## config.mk

```make
export PLATFORM = sky130hd
export DESIGN_NAME = keyword_substitution_cipher
export DESIGN_NICKNAME = d
export VERILOG_FILES = /design/src/rtl/kcs_pkg.sv /design/src/rtl/kcs_datapath.sv /design/src/rtl/kcs_ctrl.sv /design/src/rtl/keyword_substitution_cipher.sv
export SDC_FILE = /design/constraint.sdc
export NUM_CORES = 1
export LEC_CHECK = 0
export BUFFER_PORTS_ARGS = -buffer_cell sky130_fd_sc_hd__clkbuf_2
export CORE_ASPECT_RATIO = 1.25
export CORE_MARGIN = 8
export CORE_UTILIZATION = 55
export DETAILED_ROUTE_END_ITERATION = 10
export PLACE_DENSITY = 0.71
export SYNTH_ARGS = -nofsm -noshare
export SYNTH_HDL_FRONTEND = slang
export SYNTH_SLANG_ARGS = --single-unit
```

## constraint.sdc

```tcl
create_clock -name clk_i -period 6.6 [get_ports clk_i]
set_clock_uncertainty 0.05 [all_clocks]
set_input_delay 0.66 -clock clk_i [delete_from_list [all_inputs] [get_ports clk_i]]
set_output_delay 0.66 -clock clk_i [all_outputs]
set_load 0.005 [all_outputs]
```

## src/rtl/kcs_pkg.sv

```systemverilog
`timescale 1ns / 1ps

package kcs_pkg;

  localparam int AlphabetSize = 26;
  localparam int LetterBits   = $clog2(AlphabetSize);

  localparam logic [LetterBits-1:0] LastLetter = LetterBits'(AlphabetSize - 1);

  localparam logic [7:0] AsciiUpperA = 8'h41;
  localparam logic [7:0] AsciiUpperZ = 8'h5a;
  localparam logic [7:0] AsciiLowerA = 8'h61;
  localparam logic [7:0] AsciiLowerZ = 8'h7a;

  localparam logic CmdKey  = 1'b0;
  localparam logic CmdText = 1'b1;

  typedef logic [LetterBits-1:0] letter_t;

  typedef enum logic {
    StRun,
    StBuild
  } ctrl_state_e;

  typedef struct packed {
    logic accept;
    logic build_step;
  } dp_cmd_t;

  typedef struct packed {
    logic out_stall;
    logic build_last;
  } dp_status_t;

  function automatic letter_t wrap_next(letter_t n);
    letter_t r;
    r = (n == LastLetter) ? '0 : n + letter_t'(1);
    return r;
  endfunction

  function automatic logic is_upper(logic [7:0] b);
    return (b >= AsciiUpperA) && (b <= AsciiUpperZ);
  endfunction

  function automatic logic is_letter(logic [7:0] b);
    return is_upper(b) || ((b >= AsciiLowerA) && (b <= AsciiLowerZ));
  endfunction

  function automatic letter_t letter_idx(logic [7:0] b);
    logic [7:0] d;
    d = is_upper(b) ? (b - AsciiUpperA) : (b - AsciiLowerA);
    return d[LetterBits-1:0];
  endfunction

endpackage

```

## src/rtl/kcs_datapath.sv

```systemverilog
`timescale 1ns / 1ps

module kcs_datapath (
  input  logic                clk_i,
  input  logic                rst_ni,
  input  kcs_pkg::dp_cmd_t    cmd_i,
  output kcs_pkg::dp_status_t status_o,
  input  logic                command_i,
  input  logic [7:0]          data_byte_i,
  input  logic                key_last_i,
  input  logic                out_ready_i,
  output logic                out_valid_o,
  output logic [7:0]          out_byte_o
);

  localparam int N = kcs_pkg::AlphabetSize;
  localparam logic [kcs_pkg::LetterBits-1:0] CountFull = kcs_pkg::LetterBits'(N);

  kcs_pkg::letter_t key_letters_q [N];
  kcs_pkg::letter_t table_q [N];
  kcs_pkg::letter_t table_d [N];

  logic                    building_q, building_d;
  logic [kcs_pkg::LetterBits-1:0] key_count_q, key_count_d;
  logic [N-1:0]            used_mask_q, used_mask_d;
  kcs_pkg::letter_t        raw_len_q, raw_len_d;
  kcs_pkg::letter_t        j_q, j_d;
  kcs_pkg::letter_t        pos_q, pos_d;
  kcs_pkg::letter_t        last_q, last_d;
  logic                    out_valid_q, out_valid_d;
  logic [7:0]              out_byte_q, out_byte_d;

  logic [kcs_pkg::LetterBits-1:0] base_count;
  logic [N-1:0]            base_mask;
  kcs_pkg::letter_t        base_raw;
  kcs_pkg::letter_t        li;
  logic                    letter;
  logic                    key_acc, text_acc, key_add;
  logic                    use_key, wr_en;
  kcs_pkg::letter_t        v;

  always_comb begin
    letter     = kcs_pkg::is_letter(data_byte_i);
    li         = kcs_pkg::letter_idx(data_byte_i);
    key_acc    = cmd_i.accept && (command_i == kcs_pkg::CmdKey);
    text_acc   = cmd_i.accept && (command_i == kcs_pkg::CmdText);
    base_count = building_q ? key_count_q : '0;
    base_mask  = building_q ? used_mask_q : '0;
    base_raw   = building_q ? raw_len_q : '0;
    key_add    = letter && !base_mask[li] && (base_count < CountFull);

    use_key = j_q < key_count_q;
    v       = use_key ? key_letters_q[j_q] : kcs_pkg::wrap_next(last_q);
    wr_en   = cmd_i.build_step && (use_key || !used_mask_q[v]);

    building_d  = building_q;
    key_count_d = key_count_q;
    used_mask_d = used_mask_q;
    raw_len_d   = raw_len_q;
    j_d         = j_q;
    pos_d       = pos_q;
    last_d      = last_q;
    table_d     = table_q;

    if (key_acc) begin
      building_d  = !key_last_i;
      raw_len_d   = kcs_pkg::wrap_next(base_raw);
      key_count_d = key_add ? base_count + 1'b1 : base_count;
      used_mask_d = base_mask;
      if (key_add) begin
        used_mask_d[li] = 1'b1;
      end
      if (key_last_i) begin
        j_d    = '0;
        last_d = kcs_pkg::LastLetter;
        pos_d  = (raw_len_d == '0) ? kcs_pkg::LastLetter : raw_len_d - 1'b1;
      end
    end

    if (cmd_i.build_step) begin
      last_d = v;
      if (wr_en) begin
        table_d[pos_q] = v;
        pos_d          = kcs_pkg::wrap_next(pos_q);
        j_d            = j_q + 1'b1;
      end
    end

    out_valid_d = out_valid_q && !out_ready_i;
    out_byte_d  = out_byte_q;
    if (text_acc) begin
      out_valid_d = 1'b1;
      out_byte_d  = letter ? 8'(kcs_pkg::AsciiUpperA + {3'b000, table_q[li]}) : data_byte_i;
    end

    status_o.out_stall  = out_valid_q && !out_ready_i;
    status_o.build_last = wr_en && (j_q == kcs_pkg::LastLetter);
  end

  always_ff @(posedge clk_i or negedge rst_ni) begin
    if (!rst_ni) begin
      building_q  <= 1'b0;
      key_count_q <= '0;
      used_mask_q <= '0;
      raw_len_q   <= '0;
      j_q         <= '0;
      pos_q       <= '0;
      last_q      <= '0;
      out_valid_q <= 1'b0;
      for (int i = 0; i < N; i++) begin
        table_q[i] <= kcs_pkg::LetterBits'(i);
      end
    end else begin
      building_q  <= building_d;
      key_count_q <= key_count_d;
      used_mask_q <= used_mask_d;
      raw_len_q   <= raw_len_d;
      j_q         <= j_d;
      pos_q       <= pos_d;
      last_q      <= last_d;
      out_valid_q <= out_valid_d;
      table_q     <= table_d;
    end
  end

  always_ff @(posedge clk_i) begin
    out_byte_q <= out_byte_d;
    if (key_acc && key_add) begin
      key_letters_q[base_count] <= li;
    end
  end

  assign out_valid_o = out_valid_q;
  assign out_byte_o  = out_byte_q;

endmodule

```

## src/rtl/kcs_ctrl.sv

```systemverilog
`timescale 1ns / 1ps

module kcs_ctrl (
  input  logic                clk_i,
  input  logic                rst_ni,
  input  logic                in_valid_i,
  input  logic                command_i,
  input  logic                key_last_i,
  output logic                in_ready_o,
  output kcs_pkg::dp_cmd_t    cmd_o,
  input  kcs_pkg::dp_status_t status_i
);

  kcs_pkg::ctrl_state_e state_q, state_d;

  always_ff @(posedge clk_i or negedge rst_ni) begin
    if (!rst_ni) begin
      state_q <= kcs_pkg::StRun;
    end else begin
      state_q <= state_d;
    end
  end

  always_comb begin
    state_d          = state_q;
    in_ready_o       = 1'b0;
    cmd_o.accept     = 1'b0;
    cmd_o.build_step = 1'b0;
    case (state_q)
      kcs_pkg::StRun: begin
        in_ready_o   = !status_i.out_stall;
        cmd_o.accept = in_valid_i && in_ready_o;
        if (cmd_o.accept && (command_i == kcs_pkg::CmdKey) && key_last_i) begin
          state_d = kcs_pkg::StBuild;
        end
      end
      kcs_pkg::StBuild: begin
        cmd_o.build_step = 1'b1;
        if (status_i.build_last) begin
          state_d = kcs_pkg::StRun;
        end
      end
      default: begin
        state_d = kcs_pkg::StRun;
      end
    endcase
  end

endmodule

```

## src/rtl/keyword_substitution_cipher.sv

```systemverilog
`timescale 1ns / 1ps

// Keyword substitution cipher over A..Z. Key bytes (tuser low) are counted,
// letters are folded to upper case and repeats dropped; the byte with tlast
// high builds the cipher table, and text bytes (tuser high) come back one
// item each, letters enciphered to upper case and other bytes unchanged.
// Outside a table build one item is taken per cycle while the output is not
// stalled, with a registered output stage. The build sequencer writes one
// table entry per key letter and tests one fill candidate per cycle, and the
// input stalls after the last key byte until the table is complete.
module keyword_substitution_cipher (
  input  logic       clk_i,
  input  logic       rst_ni,
  input  logic       s_axis_tvalid,
  output logic       s_axis_tready,
  input  logic [7:0] s_axis_tdata,   // [7:0] data_byte
  input  logic       s_axis_tuser,   // [0] command
  input  logic       s_axis_tlast,
  output logic       m_axis_tvalid,
  input  logic       m_axis_tready,
  output logic [7:0] m_axis_tdata    // [7:0] out_byte
);

  kcs_pkg::dp_cmd_t    cmd;
  kcs_pkg::dp_status_t status;

  kcs_ctrl u_ctrl (
    .clk_i      (clk_i),
    .rst_ni     (rst_ni),
    .in_valid_i (s_axis_tvalid),
    .command_i  (s_axis_tuser),
    .key_last_i (s_axis_tlast),
    .in_ready_o (s_axis_tready),
    .cmd_o      (cmd),
    .status_i   (status)
  );

  kcs_datapath u_dp (
    .clk_i       (clk_i),
    .rst_ni      (rst_ni),
    .cmd_i       (cmd),
    .status_o    (status),
    .command_i   (s_axis_tuser),
    .data_byte_i (s_axis_tdata),
    .key_last_i  (s_axis_tlast),
    .out_ready_i (m_axis_tready),
    .out_valid_o (m_axis_tvalid),
    .out_byte_o  (m_axis_tdata)
  );

endmodule

```

## Yosys cells after proc, flatten, opt, wreduce, memory -nomap -nowiden

Memory sizes are Yosys's and may differ from the RTL's.
Cells that the tools add are included.

| cells by class | value |
|---|---|
| reductions and logical operators | 27 |
| eq/ne operators | 4 |
| bitwise logic cells | 5 |
| $add $sub $neg | 9 |
| $lt $le $gt $ge | 12 |
| muxes and demuxes | 44 |

Operators with widths:

| kind | count |
|---|---|
| $bwmux 130 | 1 |
| $mux 5 | 23 |
| $mux 26 | 2 |
| $or 26x26->26 | 1 |
| $add 5x1->5 const B | 5 |
| $bmux 5 s5 | 1 |
| $demux 5 s5 | 1 |
| $eq 5x5->1 const B | 4 |
| $ge 8x7->1 const B | 2 |
| $le 8x7->1 const B | 2 |
| $logic_and 1x1->1 | 15 |
| $sub 5x1->5 const B | 3 |
| $ge 6x6->1 const B | 2 |
| $lt 5x6->1 const B | 2 |
| $not 5->6 | 2 |
| $mux 1 | 11 |
| $bmux 1 s5 | 2 |
| $add 7x5->8 const A | 1 |
| $mux 8 | 1 |
| $lt 6x1->1 const B | 1 |
| $demux 1 s5 | 1 |
| $ge 5x1->1 const B | 1 |
| $logic_not 1->1 | 5 |
| $logic_not 5->1 | 1 |
| 7 further kinds | 11 |

| storage, ports and cells | value |
|---|---|
| register bits after elaboration | 192 |
| output and inout bits | 10 |
| bits in writable memories | 130 |
| input port bits | 14 |
| logic and storage cells | 138 |
| memories kept | 1 |

Memories:

| memory | words | bits a word | rd ports | clocked after memory_dff | wr ports | line | text |
|---|---|---|---|---|---|---|---|
| u_dp.key_letters_q | 26 | 5 | 1 | 0 | 1 | kcs_datapath.sv:19 | `kcs_pkg::letter_t key_letters_q [N];` |

## Depth between registers and ports, before layout

| depth | value |
|---|---|
| word-level depth | 11 |
| mapped depth | 18 |
| gate-level depth less buffers | 13 |

## By module

Synthesis repeated with hierarchy kept, for this count alone.

| unflattened totals | value |
|---|---|
| cell total of the unflattened synthesis | 1098 |
| area total of the unflattened synthesis | 15648.8 um^2 |

By module, submodules not included:

| module | area an instance (um^2) | cells each | seq. area each (um^2) | instances |
|---|---|---|---|---|
| kcs_datapath | 15582.4 | 1091 | 8794.7 | 1 |
| kcs_ctrl | 66.3 | 7 | 25.0 | 1 |

## Worst setup path before layout

OpenSTA, ideal clock, no wires.

| path | value |
|---|---|
| path kind | input -> register |
| start point | in s_axis_tdata[0] |
| end point | mem u_dp.key_letters_q[21][0] (netlist name) (enable) |
| required time | 6.211 ns |
| arrival | 4.768 ns |
| stages | 13 |
| setup time | 0.339 ns |
| buffers on the path | 4 |
| path slack | 1.442 ns |
| cell sequence | clkbuf_1 -> clkbuf_1 -> inv_1 -> ha_1 -> clkbuf_1 -> mux4_2 -> mux4_2 -> a222oi_1 -> o211ai_1 -> nor2_1 -> buf_2 -> nand2_1 -> nor2_1 |

| between the ends | value |
|---|---|
| word-level cells in the longest chain between the ends | 11 |
| elaborated cells on any way between the ends | 18 |
| classes of those cells | add/sub (2); order compare (4); mux (5); reduce/logical (7) |

Ends and longest elaborated chain:

| item | line | text |
|---|---|---|
| from (decl) | keyword_substitution_cipher.sv:16 | `input logic [7:0] s_axis_tdata,` |
| $ge 8x7->1 / $le 8x7->1 (equally long branches) | kcs_pkg.sv:42 | `return (b >= AsciiUpperA) && (b <= AsciiUpperZ);` |
| $logic_and 1x1->1 | kcs_pkg.sv:42 |  |
| $mux 5 (*) | kcs_pkg.sv:51 | `d = is_upper(b) ? (b - AsciiUpperA) : (b - AsciiLowerA);` |
| named net u_dp.li[0] | kcs_datapath.sv:36 | `kcs_pkg::letter_t li;` |
| $bmux 1 s5 (*) | kcs_datapath.sv:50 | `key_add = letter && !base_mask[li] && (base_count < CountFull);` |
| $mux 1 (not written as such) (*) | kcs_datapath.sv:50 |  |
| $logic_not 1->1 (*) | kcs_datapath.sv:50 |  |
| $logic_and 1x1->1 (*) (2 in a row) | kcs_datapath.sv:50 |  |
| $logic_and 1x1->1 (*) | kcs_datapath.sv:128 | `if (key_acc && key_add) begin` |
| $mux 1 (*) | kcs_datapath.sv:128 |  |
| $mux 1 (not written as such) (*) | kcs_datapath.sv:129 | `key_letters_q[base_count] <= li;` |
| to (decl) | kcs_datapath.sv:19 |  |

Mark *: on every way through the listed nets, which the timed path passes. The rest lies on a longest branch. The select of a mux whose other input is x is not followed.

## Final worst setup path

| path | value |
|---|---|
| start point | reg u_dp.key_count_q[2] (netlist name) |
| end point | reg u_dp.table_q[21] (netlist name) |

| between the ends | value |
|---|---|
| word-level cells in the longest chain between the ends | 8 |
| elaborated cells on any way between the ends | 9 |
| classes of those cells | order compare (1); mux (4); reduce/logical (4) |

Ends and longest elaborated chain:

| item | line | text |
|---|---|---|
| from (decl) | kcs_datapath.sv:24 | `logic [kcs_pkg::LetterBits-1:0] key_count_q, key_count_d;` |
| from (signal assigned) | kcs_datapath.sv:115 | `key_count_q <= key_count_d;` |
| $lt 5x5->1 (*) | kcs_datapath.sv:52 | `use_key = j_q < key_count_q;` |
| $mux 5 | kcs_datapath.sv:53 | `v = use_key ? key_letters_q[j_q] : kcs_pkg::wrap_next(last_q);` |
| $bmux 1 s5 | kcs_datapath.sv:54 | `wr_en = cmd_i.build_step && (use_key \|\| !used_mask_q[v]);` |
| $mux 1 (not written as such) | kcs_datapath.sv:54 |  |
| $logic_not 1->1 | kcs_datapath.sv:54 |  |
| $logic_or 1x1->1 | kcs_datapath.sv:54 |  |
| $logic_and 1x1->1 | kcs_datapath.sv:54 |  |
| $reduce_and 2->1 (no line) | -- |  |
| to (signal, indexed assignment) | kcs_datapath.sv:111 | `table_q[i] <= kcs_pkg::LetterBits'(i);` |
| to (signal assigned) | kcs_datapath.sv:122 | `table_q <= table_d;` |
| to (decl) | kcs_datapath.sv:20 | `kcs_pkg::letter_t table_q [N];` |

Mark *: on every way between the ends. The rest lies on a longest branch, timed or not. The select of a mux whose other input is x is not followed.
A chain may end at the register's enable or synchronous reset.

==> impl_results.md <==
- First-pass GRT wire length: approximately 55000 um
- Root Buffer: clkbuf_16
- Post-CTS sizing: 0
- FFs w/ async S/R, synth: 0.5714
- Setup Viol. Count Final: 0
- Final WS setup: 1.544 ns
- EDFF count, synth: 138
- Setup TNS Final: 0 ns
- Slowest cell on crit path: o22a_1
- Fin crit share: 0.7660
- Vias per cell: 6.145
- H-Tree Depth: 1
- RSZ-0062 raised after global routing: false
- Avg Inst Size Synth: 13.59 um^2
- CP endpoint kind: flop
- Cell Chain, Critical Path: inv_1 > ha_1 > a21o_1 > a31oi_1 > o21a_1 > o22a_1 > buf_4 > mux2i_1 > mux2i_1 > a2bb2oi_1 > nor4b_4 > buf_4 > and3_1 > mux2_1
- Slew Limit Headroom: 0.3195
- DRT Pass-1 Iters: 7
- Floorplan row count: 68
- CTS tree: done
- Seq/Total Area, Yosys: 0.5693
- Hold buffers post-CTS: 0
- Final Max Tran Viols: 0
- Share of cells above drive strength 1: 0.2090
- Final Core Density: 0.6070
- Synth Cell Area: 15490 um^2
- Worst skew pair latency: 0.56 ns
- Routed len/inst: 22.79 um
- Setup crit start kind: flop
- Comb power frac: 0.373
- Die X: 166.1 um
- Post-Place Setup Slack: approximately 1.5 ns
- Yosys reg bits: 322
- Number of global-route vias before repair: 9587
- Fill cells: between 2000 and 2500
- Worst slew pin tran: 1.021 ns
- Cts bufs inserted: 31
- Initial antenna violation count: 1
- Total GRT Usage: 0.2038
- Library cells used by synthesis: 66
- Mapped Nets: approximately 1200
- GP Congestion: ~0.83
- Status: completed
- CTS max path bufs: 3
- Reg power frac: 0.397
- Port bufs: 23
- Fin nets: 1169
- Int Power: 0.004877 W
- Multi-input logic area: a little over 6000 um^2
- Post-CTS Setup Inserts: 0
- Largest fanout on the critical path: 41
- Congestion Overflow GR: 0
- Cell taking the most area after synthesis: edfxtp_1
- DPL Wire Length: 22920 um
- CTS sink count: 322
- Antenna diode count: 0
- Minimum clock period: between 5 and 6 ns
- Synth warn: 0
- Number of DRC markers in iteration 0: roughly 700
- Clock share of power: 0.230
- Power Dens Cells: 453.0 nW/um^2
- Yosys top cell area share: 0.2675
- Largest net degree at the start of global routing: roughly 100
- RR Startpoint: u_dp.key_count_q[2]
- Maximum vdd drop: 334.7 uV
- Worst hold slack: 0.1539 ns
- Req. time, crit path: 6.98 ns
- FF/Latch Area: 8821 um^2
- Max-cap viol count: 0
- WL final: 34260 um
- Reg-to-reg endpoint: u_dp.table_q[21]
- Synth-to-layout area growth: 8.335%
- Clock transition at the registers of the reported paths: 0.07 ns
- Top cells by area, synth: edfxtp_1 (27%), dfrtp_1 (21%), dfstp_2 (9.7%)
- Register-to-register setup slack: 1.54 ns
- CP max stage delay: 0.73 ns
- Crit path DAT: 5.44 ns
- Finished Cell Area: between 15000 and 20000 um^2
- Die area: between 30000 and 40000 um^2
- Area after DPL: ~16000 um^2
- NetSw: 0.002726 W
- Setup CP Type: reg -> reg
- Mapped Cells: 1140
- Antenna violation net count after detailed routing: 0
- Die height: 203.6 um
- Top_reg_cell synth: edfxtp_1
- Residual DRC: 0
- Core ar.: 27650 um^2
- Sw Share: 0.3585
- Number of cells on the worst reg-to-reg path: 14
- Hold Path Class: in -> async
- P_leak: 6.657 nW
- Top Ports: 24
- F_max: 0.1978 GHz
- Final hold violations: 0
- Initial core utilization: 0.5603
- Vias: 9236
## cell usage in the layout, fill, tap and decap left out, drive strengths merged, types with 3 or more instances in the layout
master  count
clkbuf     71
dfstp      57
clkinv      7
xor2        4
nor3b       5
a311oi      3
o31ai       7
nand2     107
edfxtp    138
mux4       64
a32o        3
a21oi      28
o211ai      3
xnor2      10
nand2b      5
inv        26
buf        25
a22oi       7
o221ai      3
and3       28
nand4       4
nor2       60
nand3      23
mux2      145
ha         26
dfrtp     127
o21ai      51
a31oi       6
o311ai      3
nor2b       7
o22ai       4
and2        6
nor3       11
a22o        4
mux2i      43
## per-layer routing
| layer | global-route usage | vias up | part of all wire |
|---|---|---|---|
| met5 | 0 | - | 0.00038 |
| met4 | 0.08553 | 2 | 0.039 |
| met3 | 0.03289 | 73 | 0.046 |
| met2 | 0.3503 | 226 | 0.50 |
| met1 | 0.2544 | 4733 | 0.42 |
| li1 | - | 4202 | - |
## synth_stat cells, drive strengths merged, types with 4 or more instances
| master | n |
|---|---|
| dfrtp | 127 |
| xnor2 | 10 |
| clkbuf | 44 |
| nor3b | 5 |
| nand3 | 23 |
| buf | 46 |
| o22ai | 4 |
| and2 | 6 |
| a31oi | 6 |
| and3 | 28 |
| nand4 | 4 |
| nor2 | 60 |
| inv | 26 |
| nand2b | 5 |
| mux2 | 145 |
| dfstp | 57 |
| nor2b | 7 |
| xor2 | 4 |
| nand2 | 107 |
| ha | 26 |
| mux2i | 43 |
| nor3 | 11 |
| a22o | 4 |
| o31ai | 7 |
| mux4 | 64 |
| a22oi | 7 |
| edfxtp | 138 |
| a21oi | 28 |
| o21ai | 51 |
## power groups by stage
| stage | clock (W) | sequential [W] | combinational [W] |
|---|---|---|---|
| after global routing | 0.00186 | 0.00308 | 0.00308 |
| final | 0.00175 | 0.00302 | 0.00283 |
| after global placement | 0 | 0.00303 | 0.00278 |
| after CTS | 0.00178 | 0.00301 | 0.00284 |
| after floorplan | 0 | 0.00289 | 0.00216 |
| after detailed placement | 0 | 0.00305 | 0.00283 |
## worst max path at each step
stage	startpoint	end	slack, ns	cells after the start
after global routing	u_dp.key_count_q[2]	u_dp.table_q[23]	1.20	14
after global placement	u_dp.j_q[1]	u_dp.table_q[21]	1.61	13
after floorplan	s_axis_tdata[0]	u_dp.key_letters_q[21][0]	1.44	13
after CTS	u_dp.j_q[1]	u_dp.table_q[23]	1.52	13
after detailed placement	u_dp.j_q[1]	u_dp.table_q[38]	1.53	13
final	u_dp.key_count_q[2]	u_dp.table_q[21]	1.54	14
## state kept, by name, indices dropped and copies added, names as in the netlist
| register | cells |
|---|---|
| u_dp.key_letters_q | 130 |
| u_dp.table_q | 130 |
| u_dp.out_byte_o | 8 |
| u_dp.last_q | 5 |
| u_dp.j_q | 5 |
| u_dp.used_mask_q | 26 |
| u_dp.building_q | 1 |
| u_dp.raw_len_q | 5 |
| u_ctrl.state_q | 1 |
| u_dp.out_valid_o | 1 |
| u_dp.key_count_q | 5 |
| u_dp.pos_q | 5 |
## logic make-up (layout without fill, tap and decap cells)
group,Yosys count,after routing,synth area share
mux,252,252,0.2262
xor+xnor,14,14,0.007914
flops,322,322,0.5693
buf+inv,118,131,0.03707
simple gates,269,269,0.08181
fa+ha+maj,26,26,0.02100
compound gates,139,139,0.05670
## metrics by stage
step | power (W) | instances
2_1_floorplan | 0.005052 | 1140
3_3_place_gp | 0.005814 | 1446
3_5_place_dp | 0.005880 | 1446
4_1_cts | 0.007641 | 1503
5_1_grt | 0.008020 | 1503
6_report | 0.007602 | 1503
## final cells by class
class                   instances  area share
clock buffers                  50     0.05450
clock inverters                 7    0.005069
inverters                      28    0.006262
multi-input cells             700      0.3650
flip-flops and latches        322      0.5256
well taps                     350     0.02609
repair buffers                 46     0.01752
## critical path: cells and delay by family, from the launching register on
family / cells / cell delay [ns]
fa+ha+maj: 1 / 0.30
flops: 1 / 0.47
buf+inv: 3 / 0.97
compound gates: 5 / 1.81
mux: 3 / 0.67
simple gates: 2 / 0.65
(Power assumes the default switching activity.)
